==> src/url_percent_decoder_macros.svh <==
//------------------------------------------------------------------------------
// URL percent decoder assertion macros
// Shared wrappers for clocked implication checks under async reset.
//------------------------------------------------------------------------------
`ifndef URL_PERCENT_DECODER_MACROS_SVH
`define URL_PERCENT_DECODER_MACROS_SVH

// same-cycle implication
`define URLDEC_ASSERT_NOW(label, ante, cons) \
	label: assert property (@(posedge clk) disable iff (!arst_n) (ante) |-> (cons)) \
		else $error("urldec check failed");

// next-cycle implication
`define URLDEC_ASSERT_NEXT(label, ante, cons) \
	label: assert property (@(posedge clk) disable iff (!arst_n) (ante) |=> (cons)) \
		else $error("urldec check failed");

`endif

==> src/urldec_pkg.sv <==
//------------------------------------------------------------------------------
// URL percent decoder package
// Beat types, character codes, escape phase encoding and helper functions.
//------------------------------------------------------------------------------
package urldec_pkg;

	typedef struct packed {
		logic [7:0] in_byte;
		logic       in_last;
	} item_t;

	typedef struct packed {
		logic [7:0] out_byte;
		logic       out_last;
	} result_t;

	typedef enum logic [2:0] {
		PH_IDLE   = 3'b001,
		PH_FIRST  = 3'b010,
		PH_SECOND = 3'b100
	} phase_t;

	typedef struct packed {
		logic       valid;
		logic [3:0] value;
	} hex_t;

	localparam logic [7:0] CH_PERCENT = 8'h25;
	localparam logic [7:0] CH_PLUS    = 8'h2B;
	localparam logic [7:0] CH_SPACE   = 8'h20;
	localparam logic [7:0] CH_TAB     = 8'h09;
	localparam logic [7:0] CH_NL      = 8'h0A;
	localparam logic [7:0] CH_CR      = 8'h0D;
	localparam logic [7:0] CH_NUL     = 8'h00;
	localparam logic [7:0] CH_ZERO    = 8'h30;
	localparam logic [7:0] CH_NINE    = 8'h39;
	localparam logic [7:0] CH_LOW_A   = 8'h61;
	localparam logic [7:0] CH_LOW_F   = 8'h66;
	localparam logic [7:0] CH_UP_A    = 8'h41;
	localparam logic [7:0] CH_UP_F    = 8'h46;
	localparam logic [3:0] ALPHA_ADJ  = 4'd9;

	function automatic hex_t hex_digit(input logic [7:0] b);
		hex_t h;
		h.valid = 1'b0;
		h.value = 4'd0;
		if (b inside {[CH_ZERO:CH_NINE]}) begin
			h.valid = 1'b1;
			h.value = b[3:0];
		end else if ((b inside {[CH_LOW_A:CH_LOW_F]}) || (b inside {[CH_UP_A:CH_UP_F]})) begin
			h.valid = 1'b1;
			h.value = b[3:0] + ALPHA_ADJ;
		end
		return h;
	endfunction

	function automatic logic [7:0] blank_controls(input logic [7:0] v);
		logic [7:0] r;
		r = v;
		if (v inside {CH_NUL, CH_TAB, CH_NL, CH_CR})
			r = CH_SPACE;
		return r;
	endfunction

endpackage

==> src/urldec_core.sv <==
//------------------------------------------------------------------------------
// URL percent decoder core
// Escape state registers and single-pass decode of the staged input beat.
//------------------------------------------------------------------------------
module urldec_core import urldec_pkg::*; (
	input  logic    clk,
	input  logic    arst_n,
	input  item_t   item,
	input  logic    fire,
	output logic    emit,
	output result_t result
);

	phase_t     phase_q, phase_d;
	logic [3:0] held_nibble_q, held_nibble_d;
	logic       first_valid_q, first_valid_d;
	hex_t       hex;
	logic [7:0] value;

	always_comb begin
		hex             = hex_digit(item.in_byte);
		phase_d         = PH_IDLE;
		held_nibble_d   = 4'd0;
		first_valid_d   = 1'b0;
		emit            = 1'b1;
		value           = 8'd0;
		result.out_last = item.in_last;
		result.out_byte = 8'd0;
		case (phase_q)
			PH_FIRST: begin
				if (!item.in_last) begin
					phase_d       = PH_SECOND;
					held_nibble_d = hex.valid ? hex.value : 4'd0;
					first_valid_d = hex.valid;
					emit          = 1'b0;
				end
				value           = hex.valid ? {4'd0, hex.value} : 8'd0;
				result.out_byte = blank_controls(value);
			end
			PH_SECOND: begin
				if (!first_valid_q)
					value = 8'd0;
				else if (hex.valid)
					value = {held_nibble_q, hex.value};
				else
					value = {4'd0, held_nibble_q};
				result.out_byte = blank_controls(value);
			end
			default: begin
				if (item.in_byte == CH_PERCENT) begin
					result.out_byte = CH_SPACE;
					if (!item.in_last) begin
						phase_d = PH_FIRST;
						emit    = 1'b0;
					end
				end else if (item.in_byte == CH_PLUS) begin
					result.out_byte = CH_SPACE;
				end else begin
					result.out_byte = item.in_byte;
				end
			end
		endcase
	end

	always_ff @(posedge clk or negedge arst_n) begin
		if (!arst_n) begin
			phase_q       <= PH_IDLE;
			held_nibble_q <= 4'd0;
			first_valid_q <= 1'b0;
		end else if (fire) begin
			phase_q       <= phase_d;
			held_nibble_q <= held_nibble_d;
			first_valid_q <= first_valid_d;
		end
	end

endmodule

==> src/urldec_out_reg.sv <==
//------------------------------------------------------------------------------
// URL percent decoder output register
// Holds one decoded beat until the downstream side takes it.
//------------------------------------------------------------------------------
module urldec_out_reg import urldec_pkg::*; (
	input  logic    clk,
	input  logic    arst_n,
	input  logic    push,
	input  result_t push_data,
	output logic    full,
	output logic    result_valid,
	input  logic    result_ready,
	output result_t result
);

	logic    valid_q;
	result_t data_q;

	always_ff @(posedge clk or negedge arst_n) begin
		if (!arst_n) begin
			valid_q <= 1'b0;
		end else if (push) begin
			valid_q <= 1'b1;
		end else if (result_ready) begin
			valid_q <= 1'b0;
		end
	end

	always_ff @(posedge clk) begin
		if (push) begin
			data_q <= push_data;
		end
	end

	assign full         = valid_q && !result_ready;
	assign result_valid = valid_q;
	assign result       = data_q;

endmodule

==> src/url_percent_decoder.sv <==
// An accepted beat passes the input register and the decode core; its result beat
// waits in the output register. One input beat per cycle while the output is taken;
// a '%' and its first data byte give no result. The input and output registers each
// hold one beat, so stalls cost no bubbles once the output is taken again.
// Reset (arst_n low, asynchronous) empties both registers and clears the escape state.
//------------------------------------------------------------------------------
// URL percent decoder top level
// Input stage register, decode core and output register.
//------------------------------------------------------------------------------
`include "url_percent_decoder_macros.svh"

module url_percent_decoder import urldec_pkg::*; (
	input  logic    clk,
	input  logic    arst_n,
	input  logic    item_valid,
	output logic    item_ready,
	input  item_t   item,
	output logic    result_valid,
	input  logic    result_ready,
	output result_t result
);

	logic    valid_s1;
	item_t   item_s1;
	logic    emit;
	logic    advance;
	logic    out_full;
	result_t decoded;

	assign advance    = valid_s1 && (!emit || !out_full);
	assign item_ready = !valid_s1 || advance;

	always_ff @(posedge clk or negedge arst_n) begin
		if (!arst_n) begin
			valid_s1 <= 1'b0;
		end else if (item_ready) begin
			valid_s1 <= item_valid;
		end
	end

	always_ff @(posedge clk) begin
		if (item_valid && item_ready) begin
			item_s1 <= item;
		end
	end

	urldec_core u_core (
		.clk    (clk),
		.arst_n (arst_n),
		.item   (item_s1),
		.fire   (advance),
		.emit   (emit),
		.result (decoded)
	);

	urldec_out_reg u_out (
		.clk          (clk),
		.arst_n       (arst_n),
		.push         (advance && emit),
		.push_data    (decoded),
		.full         (out_full),
		.result_valid (result_valid),
		.result_ready (result_ready),
		.result       (result)
	);

	`URLDEC_ASSERT_NEXT(a_accept_fills_s1, item_valid && item_ready, valid_s1)
	`URLDEC_ASSERT_NOW(a_stall_cause, !item_ready, valid_s1 && emit && result_valid && !result_ready)
	`URLDEC_ASSERT_NEXT(a_emit_loads_out, advance && emit, result_valid)
	`URLDEC_ASSERT_NEXT(a_blocked_holds, valid_s1 && !advance, valid_s1 && $stable(item_s1))

endmodule

==> config.mk <==
export PLATFORM = sky130hd
export DESIGN_NAME = url_percent_decoder
export DESIGN_NICKNAME = d
export VERILOG_FILES = /design/src/urldec_pkg.sv /design/src/urldec_core.sv /design/src/urldec_out_reg.sv /design/src/url_percent_decoder.sv
export VERILOG_INCLUDE_DIRS = /design/src /design/src/src
export SDC_FILE = /design/constraint.sdc
export NUM_CORES = 1
export LEC_CHECK = 0
export BUFFER_PORTS_ARGS = -buffer_cell sky130_fd_sc_hd__buf_2
export CELL_PAD_IN_SITES_DETAIL_PLACEMENT = 1
export CELL_PAD_IN_SITES_GLOBAL_PLACEMENT = 2
export CORE_ASPECT_RATIO = 0.5
export CORE_UTILIZATION = 37
export DETAILED_ROUTE_END_ITERATION = 16
export PLACE_DENSITY = 0.83
export SKIP_LAST_GASP = 1
export SLEW_MARGIN = 10
export SYNTH_ARGS = -nofsm -noshare
export SYNTH_HDL_FRONTEND = slang
export SYNTH_SLANG_ARGS = --single-unit
==> constraint.sdc <==
create_clock -name clk -period 3.2 [get_ports clk]
set_input_delay 0.48 -clock clk [delete_from_list [all_inputs] [get_ports clk]]
set_output_delay 0.48 -clock clk [all_outputs]
set_load 0.02 [all_outputs]
Word-level counts from Yosys, hierarchy flattened
Index checks and enable logic that the tools add are counted.

word-level totals
  logic and storage cells = 70
  input bits = 13
  output and inout port bits = 11
  bits in registers = 28

cells by class
  magnitude comparators = 6
  multiplexer cells = 25
  $add $sub $neg = 1
  eq/ne operators = 10
  reduce and logical (&&, ||, !) cells = 19

operators with widths
  kind                   number
  $mux W8                7
  $eq A8 B4 Y1 const B   6
  $eq A8 B6 Y1 const B   2
  $ge A8 B7 Y1 const B   2
  $le A8 B7 Y1 const B   2
  $logic_not A8 Y1       2
  $mux W4                4
  $pmux W8 S2            1
  $mux W5                2
  $ge A8 B6 Y1 const B   1
  $le A8 B6 Y1 const B   1
  $reduce_bool A4 Y1     2
  $logic_and A1 B1 Y1    7
  $mux W1                6
  $mux W3                2
  $pmux W3 S2            1
  $add A4 B4 Y4 const B  1
  $logic_not A1 Y1       4
  $eq A3 B2 Y1 const B   1
  $eq A3 B3 Y1 const B   1
  $logic_or A1 B1 Y1     3
  $mux W2                1
  $pmux W1 S2            1
  $reduce_bool A2 Y1     1

Longest topological paths before layout
Gate-level depths: netlist (run 1).

  depth in word-level cells = 12
  depth in mapped cells = 11
  mapped depth without buffers = 9

Modules after synthesis
A second synthesis (run 1) with hierarchy kept.

second synthesis, totals
  cell total of the unflattened synthesis = 164
  area, all modules = 1706.6 µm²

modules (own cells, without submodules)
  module               times used  sequential area each (µm²)  cells each  area an instance (µm²)
  urldec_core          1           201.4                       136         1058.5
  url_percent_decoder  1           295.3                       16          332.8
  urldec_out_reg       1           295.3                       12          315.3

Worst setup path before layout (run 1)
OpenSTA, ideal clock, no wires.

  path type = register to register
  start point = register item_s1[1] in the netlist's numbering
  end point = register u_out.data_q (netlist bit u_out.result[4]) (data pin)
  data required time = 2.939 ns
  period minus slack after synthesis = 2.572 ns
  setup slack = 0.628 ns
  data arrival time = 2.311 ns
  cell stages (with the launch flop) = 11
  library setup time = 0.261 ns
  path buffers = 1
  cell sequence = edfxtp_1 -> buf_2 -> inv_1 -> ha_1 -> nor2b_1 -> o31ai_4 -> o21ai_1 -> a311o_1 -> o311ai_1 -> a31oi_1 -> a221o_1

RTL lines
  item                    RTL line                   text
  start, declared         url_percent_decoder.sv:24  item_t item_s1;
  start signal, assigned  url_percent_decoder.sv:43  item_s1 <= item;
  end signal, assigned    urldec_out_reg.sv:31       data_q <= push_data;
  end, declared           urldec_out_reg.sv:17       result_t data_q;

==> results of run 1 <==
==> power groups by stage <==
stage          clock (mW)  combinational [mW]  sequential (mW)
2_1_floorplan           0              0.0771            0.454
3_3_place_gp            0               0.128            0.444
3_5_place_dp            0               0.132            0.446
4_1_cts             0.199               0.133            0.439
5_1_grt             0.213               0.145            0.442
6_report            0.193               0.133            0.439
==> flip-flops by register name, indices dropped and copies added (netlist names) <==
register and flops:
item_s1 9, u_core.first_valid_q 1, u_core.held_nibble_q 4, u_core.phase_q 3, u_out.result 9, u_out.result_valid 1
valid_s1 1
==> kinds of logic after synthesis <==
| kind of cell | after synthesis |
|---|---|
| buf+inv | 13 |
| simple gates | 62 |
| fa+ha+maj | 4 |
| xor+xnor | 1 |
| flops | 28 |
| compound gates | 57 |
==> per-layer routing <==
metal  GRT usage, %  vias to the layer above  wire [um]
met5              0                        -          0
met4           1.47                        0         10
met3           4.60                        2        311
met2           30.7                       43       2030
met1           30.8                      713       2460
li1               -                      699          -
==> path summary, 6_finish.rpt <==
path                                     from            endpoint  slack (ns)  cells past startpoint
hold / removal                         arst_n  u_out.result_valid        0.06                      1
setup reg to reg                   item_s1[2]     u_out.result[4]        0.21                      9
max in group asynchronous              arst_n   u_core.phase_q[0]        2.88                      1
setup / recovery                   item_s1[2]     u_out.result[4]        0.21                      9
hold reg to reg            u_out.result_valid  u_out.result_valid        0.53                      1
min in group clk                      item[3]          item_s1[3]        0.38                      1
==> cell type report <==
cell class | count | area (um2)
Fill cell | 524 | 2460
Multi-Input combinational cell | 124 | 902
Sequential cell | 28 | 792
Timing Repair Buffer | 30 | 168
Tap cell | 57 | 71.3
Clock buffer | 4 | 45.0
Inverter | 8 | 30.0
==> cell usage after synthesis (2+ instances only) <==
cell       n
o21ai_0    9
a21oi_1    8
nor2_1     7
nand2b_4   2
a32oi_1    3
edfxtp_1  18
nand2_1   14
a211o_1    4
a21o_1     3
buf_6      2
o21ai_1    3
and2_1     3
inv_1      8
nor3_1     4
ha_1       4
a22o_1     3
nand3_1    5
nand2b_1   7
o31ai_1    6
o41ai_2    2
a31oi_1    3
nor2b_1    4
dfrtp_1    9
and3_1     4
==> critical path, cell delays in order (launching register included) <==
cell and delay, ns:
edfxtp_1 0.58, inv_1 0.16, ha_1 0.23, o21bai_1 0.26
a21o_1 0.32, a221oi_2 0.12, a311o_1 0.42, o311ai_1 0.30
a31oi_1 0.08, a221o_1 0.27
==> results.cfg, run 1 <==
[synthesis]
async_reset_ff_share_pct = 35.7
yosys.cell_types.count = 54
synth_top_family_by_area = compound AO/OA/AOI/OAI gates
yosys_warnings = 0
synth_top_area_share_pct = 30.9
synth_largest_area_cell = edfxtp_1
ys_seq_area_share_pct = 45.2
synth_mux_area_share_pct = 0
synth-seq-cells = 28
synth.cell_area_um2 = 1750
synthAdderAreaFrac_pct = 2.86
synth_edf_count = 18
syn_avg_cell_area_um2 = 10.6
syn_inst = 165
syn_nets = 182
synthTopCellsByArea = edfxtp_1 (31%), dfrtp_1 (13%), nand2_1 (3.0%)
synth-simple-area-share_pct = 22.1
synthFlopType = edfxtp_1
synth_compound_area_share_pct = 25.5
yosys.area_share.xor_xnor_pct = 0.500

[cts]
cts_made_buffers = 3
cts_hold_buf = 0
clk_pin_slew_ns = 0.09
ctsResizeCount = 0
post_cts_buffers = 0
cts_tree = done
cts_root_buf = clkbuf_8
cts.path.max_buffers = 2
htreeDepth = 1
clk_latency_ns = 0.27
cts_sinks = 28

[global_routing]
overflow = 0
grt_pass1_wl_um = 7670
grt_pass1_vias = 1404
grt_max_degree = 16
grt_usage_pct = 20.4
antenna_found_initial = 0

[placed_design]
portBuffers = 23
gp_congestion = 0.898
dpl_worst_slack_ns = 0.255
dp_hpwl_um = 3840
dp.cells = 247
place_area_um2 = 1950

[route]
drt_iter0_markers = 137
postRouteAntennaNets = 0
first_pass_iters = 4
drcViolationCount = 0
vias = 1457
via_per_inst = 5.80
finalWirelength_um = 4810
wl_per_cell_um = 19.2

[sta]
fmax_mhz = 335
hold_viol_final = 0
setup_violations = 0
post-route-period-util_pct = 93.4
whs_ns = 0.0576
rsz0062_at_grt = no
tightest_slew_ns = 0.678
max_slew_margin_pct = 54.8
min_period_ns = 2.99
tns_ns = 0
skew_ns = 0.00421
fin_ws_ns = 0.211
drv_slew = 0

[critical_path]
path_class = register to register
critPathMaxFanout = 9
worstPathRequired_ns = 3.23
critPathArrivalTime_ns = 3.02
startpoint_type = register
worstSetupEndpointType = register

[die]
rows = 17
initial_core_util_pct = 39.2
die_y_um = 50.6
die_w_um = 99.3
die_area_um2 = 5030
pin_count = 24
core_area_um2 = 4470

[power_and_ir_drop]
pwr-share-seq_pct = 57.4
leakage_nw = 0.792
power.switching_uw = 209
swShare_pct = 27.4
peakVddDrop_mv = 0.219
power_density_nw_per_um2 = 381
total_power_uw = 765
clkPwrFrac_pct = 25.2
internal-power_uw = 555
p_comb_share_pct = 17.4

[layout]
fin_util_pct = 45.0
stdcell_count = 251
nNetsFinal = 212
layout_common_cells = buf_2 (23), edfxtp_1 (18), nand2_1 (14)
final_area_um2 = 2010
n_antenna_cell = 0
drive_gt1_share_pct = 24.7
final_common_cell = buf_2
area_growth_pct = 14.7

[job]
cap_violations = 0

[min_path]
hold_class = input pin to async pin

[status]
outcome = completed
(Power assumes the default switching activity.)
==> run 2: changes to the inputs <==
--- a/config.mk
+++ b/config.mk
@@ -9,7 +9,7 @@
 export BUFFER_PORTS_ARGS = -buffer_cell sky130_fd_sc_hd__buf_2
 export CELL_PAD_IN_SITES_DETAIL_PLACEMENT = 1
 export CELL_PAD_IN_SITES_GLOBAL_PLACEMENT = 2
-export CORE_ASPECT_RATIO = 0.5
+export CORE_ASPECT_RATIO = 0.7
 export CORE_UTILIZATION = 37
 export DETAILED_ROUTE_END_ITERATION = 16
 export PLACE_DENSITY = 0.83
==> results.cfg, run 2 (synthesis gave the netlist of run 1 again) <==
[global_routing]
grt_usage_pct = 20.4
overflow = 0
grt_pass1_wl_um = 7830
grt_max_degree = 17
grt_pass1_vias = 1493
antenna_found_initial = 0

[cts]
cts_sinks = 28
clk_latency_ns = 0.27
clk_pin_slew_ns = 0.09
cts_made_buffers = 3
htreeDepth = 1
cts_root_buf = clkbuf_8
cts.path.max_buffers = 2
cts_tree = done

[sta]
fmax_mhz = 330
drv_slew = 0
min_period_ns = 3.03
tns_ns = 0
max_slew_margin_pct = 52.6
tightest_slew_ns = 0.703
post-route-period-util_pct = 94.7
setup_violations = 0
skew_ns = 0.00356
hold_viol_final = 0
fin_ws_ns = 0.171
rsz0062_at_grt = no

[job]
cap_violations = 0

[route]
highest_layer = met4
vias = 1472
dr_wl_met3_um = 277
met2_length_um = 2180
drt_iter0_markers = 143
via_per_inst = 5.96
postRouteAntennaNets = 0
wl_per_cell_um = 19.1
drcViolationCount = 5
wl_met1_um = 2240
first_pass_iters = 10
finalWirelength_um = 4720

[critical_path]
critPathArrivalTime_ns = 3.06
startpoint_type = register
path_cells = inv_1, ha_1, o21bai_1, a21o_1, a221oi_2, a311o_1, o311ai_1, a31oi_1, a221o_1
path_class = register to register
cp_top_family = compound AO/OA/AOI/OAI gates
critPathMaxStageDelay_ns = 0.58
critPathMaxFanout = 9
path_buf_inv = 1
worst_path_max_delay_cell = edfxtp_1
worstSetupEndpointType = register
worstPathRequired_ns = 3.23

[layout]
fillers = 516
drive_gt1_share_pct = 23.4
final_common_cell = buf_2
layout_common_cells = buf_2 (23), edfxtp_1 (18), nand2_1 (14)
nNetsFinal = 210
area_growth_pct = 13.3
n_antenna_cell = 0

[die]
rows = 20
die_area_um2 = 5010
initial_core_util_pct = 39.5
core_area_um2 = 4430
die_y_um = 59.5
die_w_um = 84.2
pin_count = 24

[placed_design]
portBuffers = 23
dpl_worst_slack_ns = 0.118
dp_hpwl_um = 3610
gp_congestion = 0.938

[power_and_ir_drop]
power_density_nw_per_um2 = 387
pwr-share-seq_pct = 57.1
power.switching_uw = 213
internal-power_uw = 555
clkPwrFrac_pct = 25.9
p_comb_share_pct = 17.0
leakage_nw = 0.781
swShare_pct = 27.7
peakVddDrop_mv = 0.224

[min_path]
hold_class = input pin to async pin

[status]
violations = DRC
outcome = finished, violations left
run 2: cell types whose count changed in the layout (fill, tap and decap cells not counted), sizes merged:
cell and delta:
buf -2
run 2: what timing repair did:
action / in CTS / in global routing
hold buffers: 0 / 0
endpoints found under the setup margin: 0 / 2
resized for setup: 0 / 1
buffers inserted: 0 / 4
run 2: per-stage QoR:
stage | util (%) | hold WS (ns) | instance area (um2) | power [mW] | std cells
after floorplan | - | 0.184 | 1750 | 0.531 | 165
after global placement | 43.0 | 0.349 | 1910 | 0.565 | 239
after detailed placement | 43.0 | 0.367 | 1910 | 0.572 | 239
after CTS | 44.0 | 0.0628 | 1950 | 0.766 | 243
after global routing | 44.8 | 0.0563 | 1980 | 0.802 | 247
final | 44.8 | 0.0555 | 1980 | 0.768 | 247
run 2: final timing paths:
kind / slack (ns) / depth (start not counted) / from / end
worst min register to register: 0.51 / 1 / u_out.result_valid / u_out.result_valid
worst max register to register: 0.17 / 9 / item_s1[2] / u_out.result[4]
worst max-delay path: 0.17 / 9 / item_s1[2] / u_out.result[4]
min in group clk: 0.37 / 1 / item[2] / item_s1[2]
max in group asynchronous: 2.88 / 1 / arst_n / u_core.phase_q[0]
worst min-delay path: 0.06 / 1 / arst_n / u_core.phase_q[2]
run 2: routing by layer:
metal | up-vias | GRT usage [%]
met5 | - | 0
met4 | 0 | 4.68
met3 | 4 | 4.18
met2 | 49 | 33.1
met1 | 728 | 28.4
li1 | 691 | -
run 2: cell type report:
class                   count  area [um2]  share of cell area, %
flip-flops and latches     28         792                   39.9
well taps                  55        68.8                   3.47
clock buffers               4        45.0                   2.27
inverters                   8        30.0                   1.51
repair buffers             28         153                   7.70
multi-input cells         124         895                   45.1
run 2: power by group through the flow:
stage	Clock, mW	Combinational, mW	Sequential (mW)
finish	0.199	0.130	0.438
CTS	0.201	0.125	0.440
detailed placement	0	0.124	0.448
global route	0.219	0.142	0.442
global placement	0	0.120	0.445
floorplan	0	0.0771	0.454
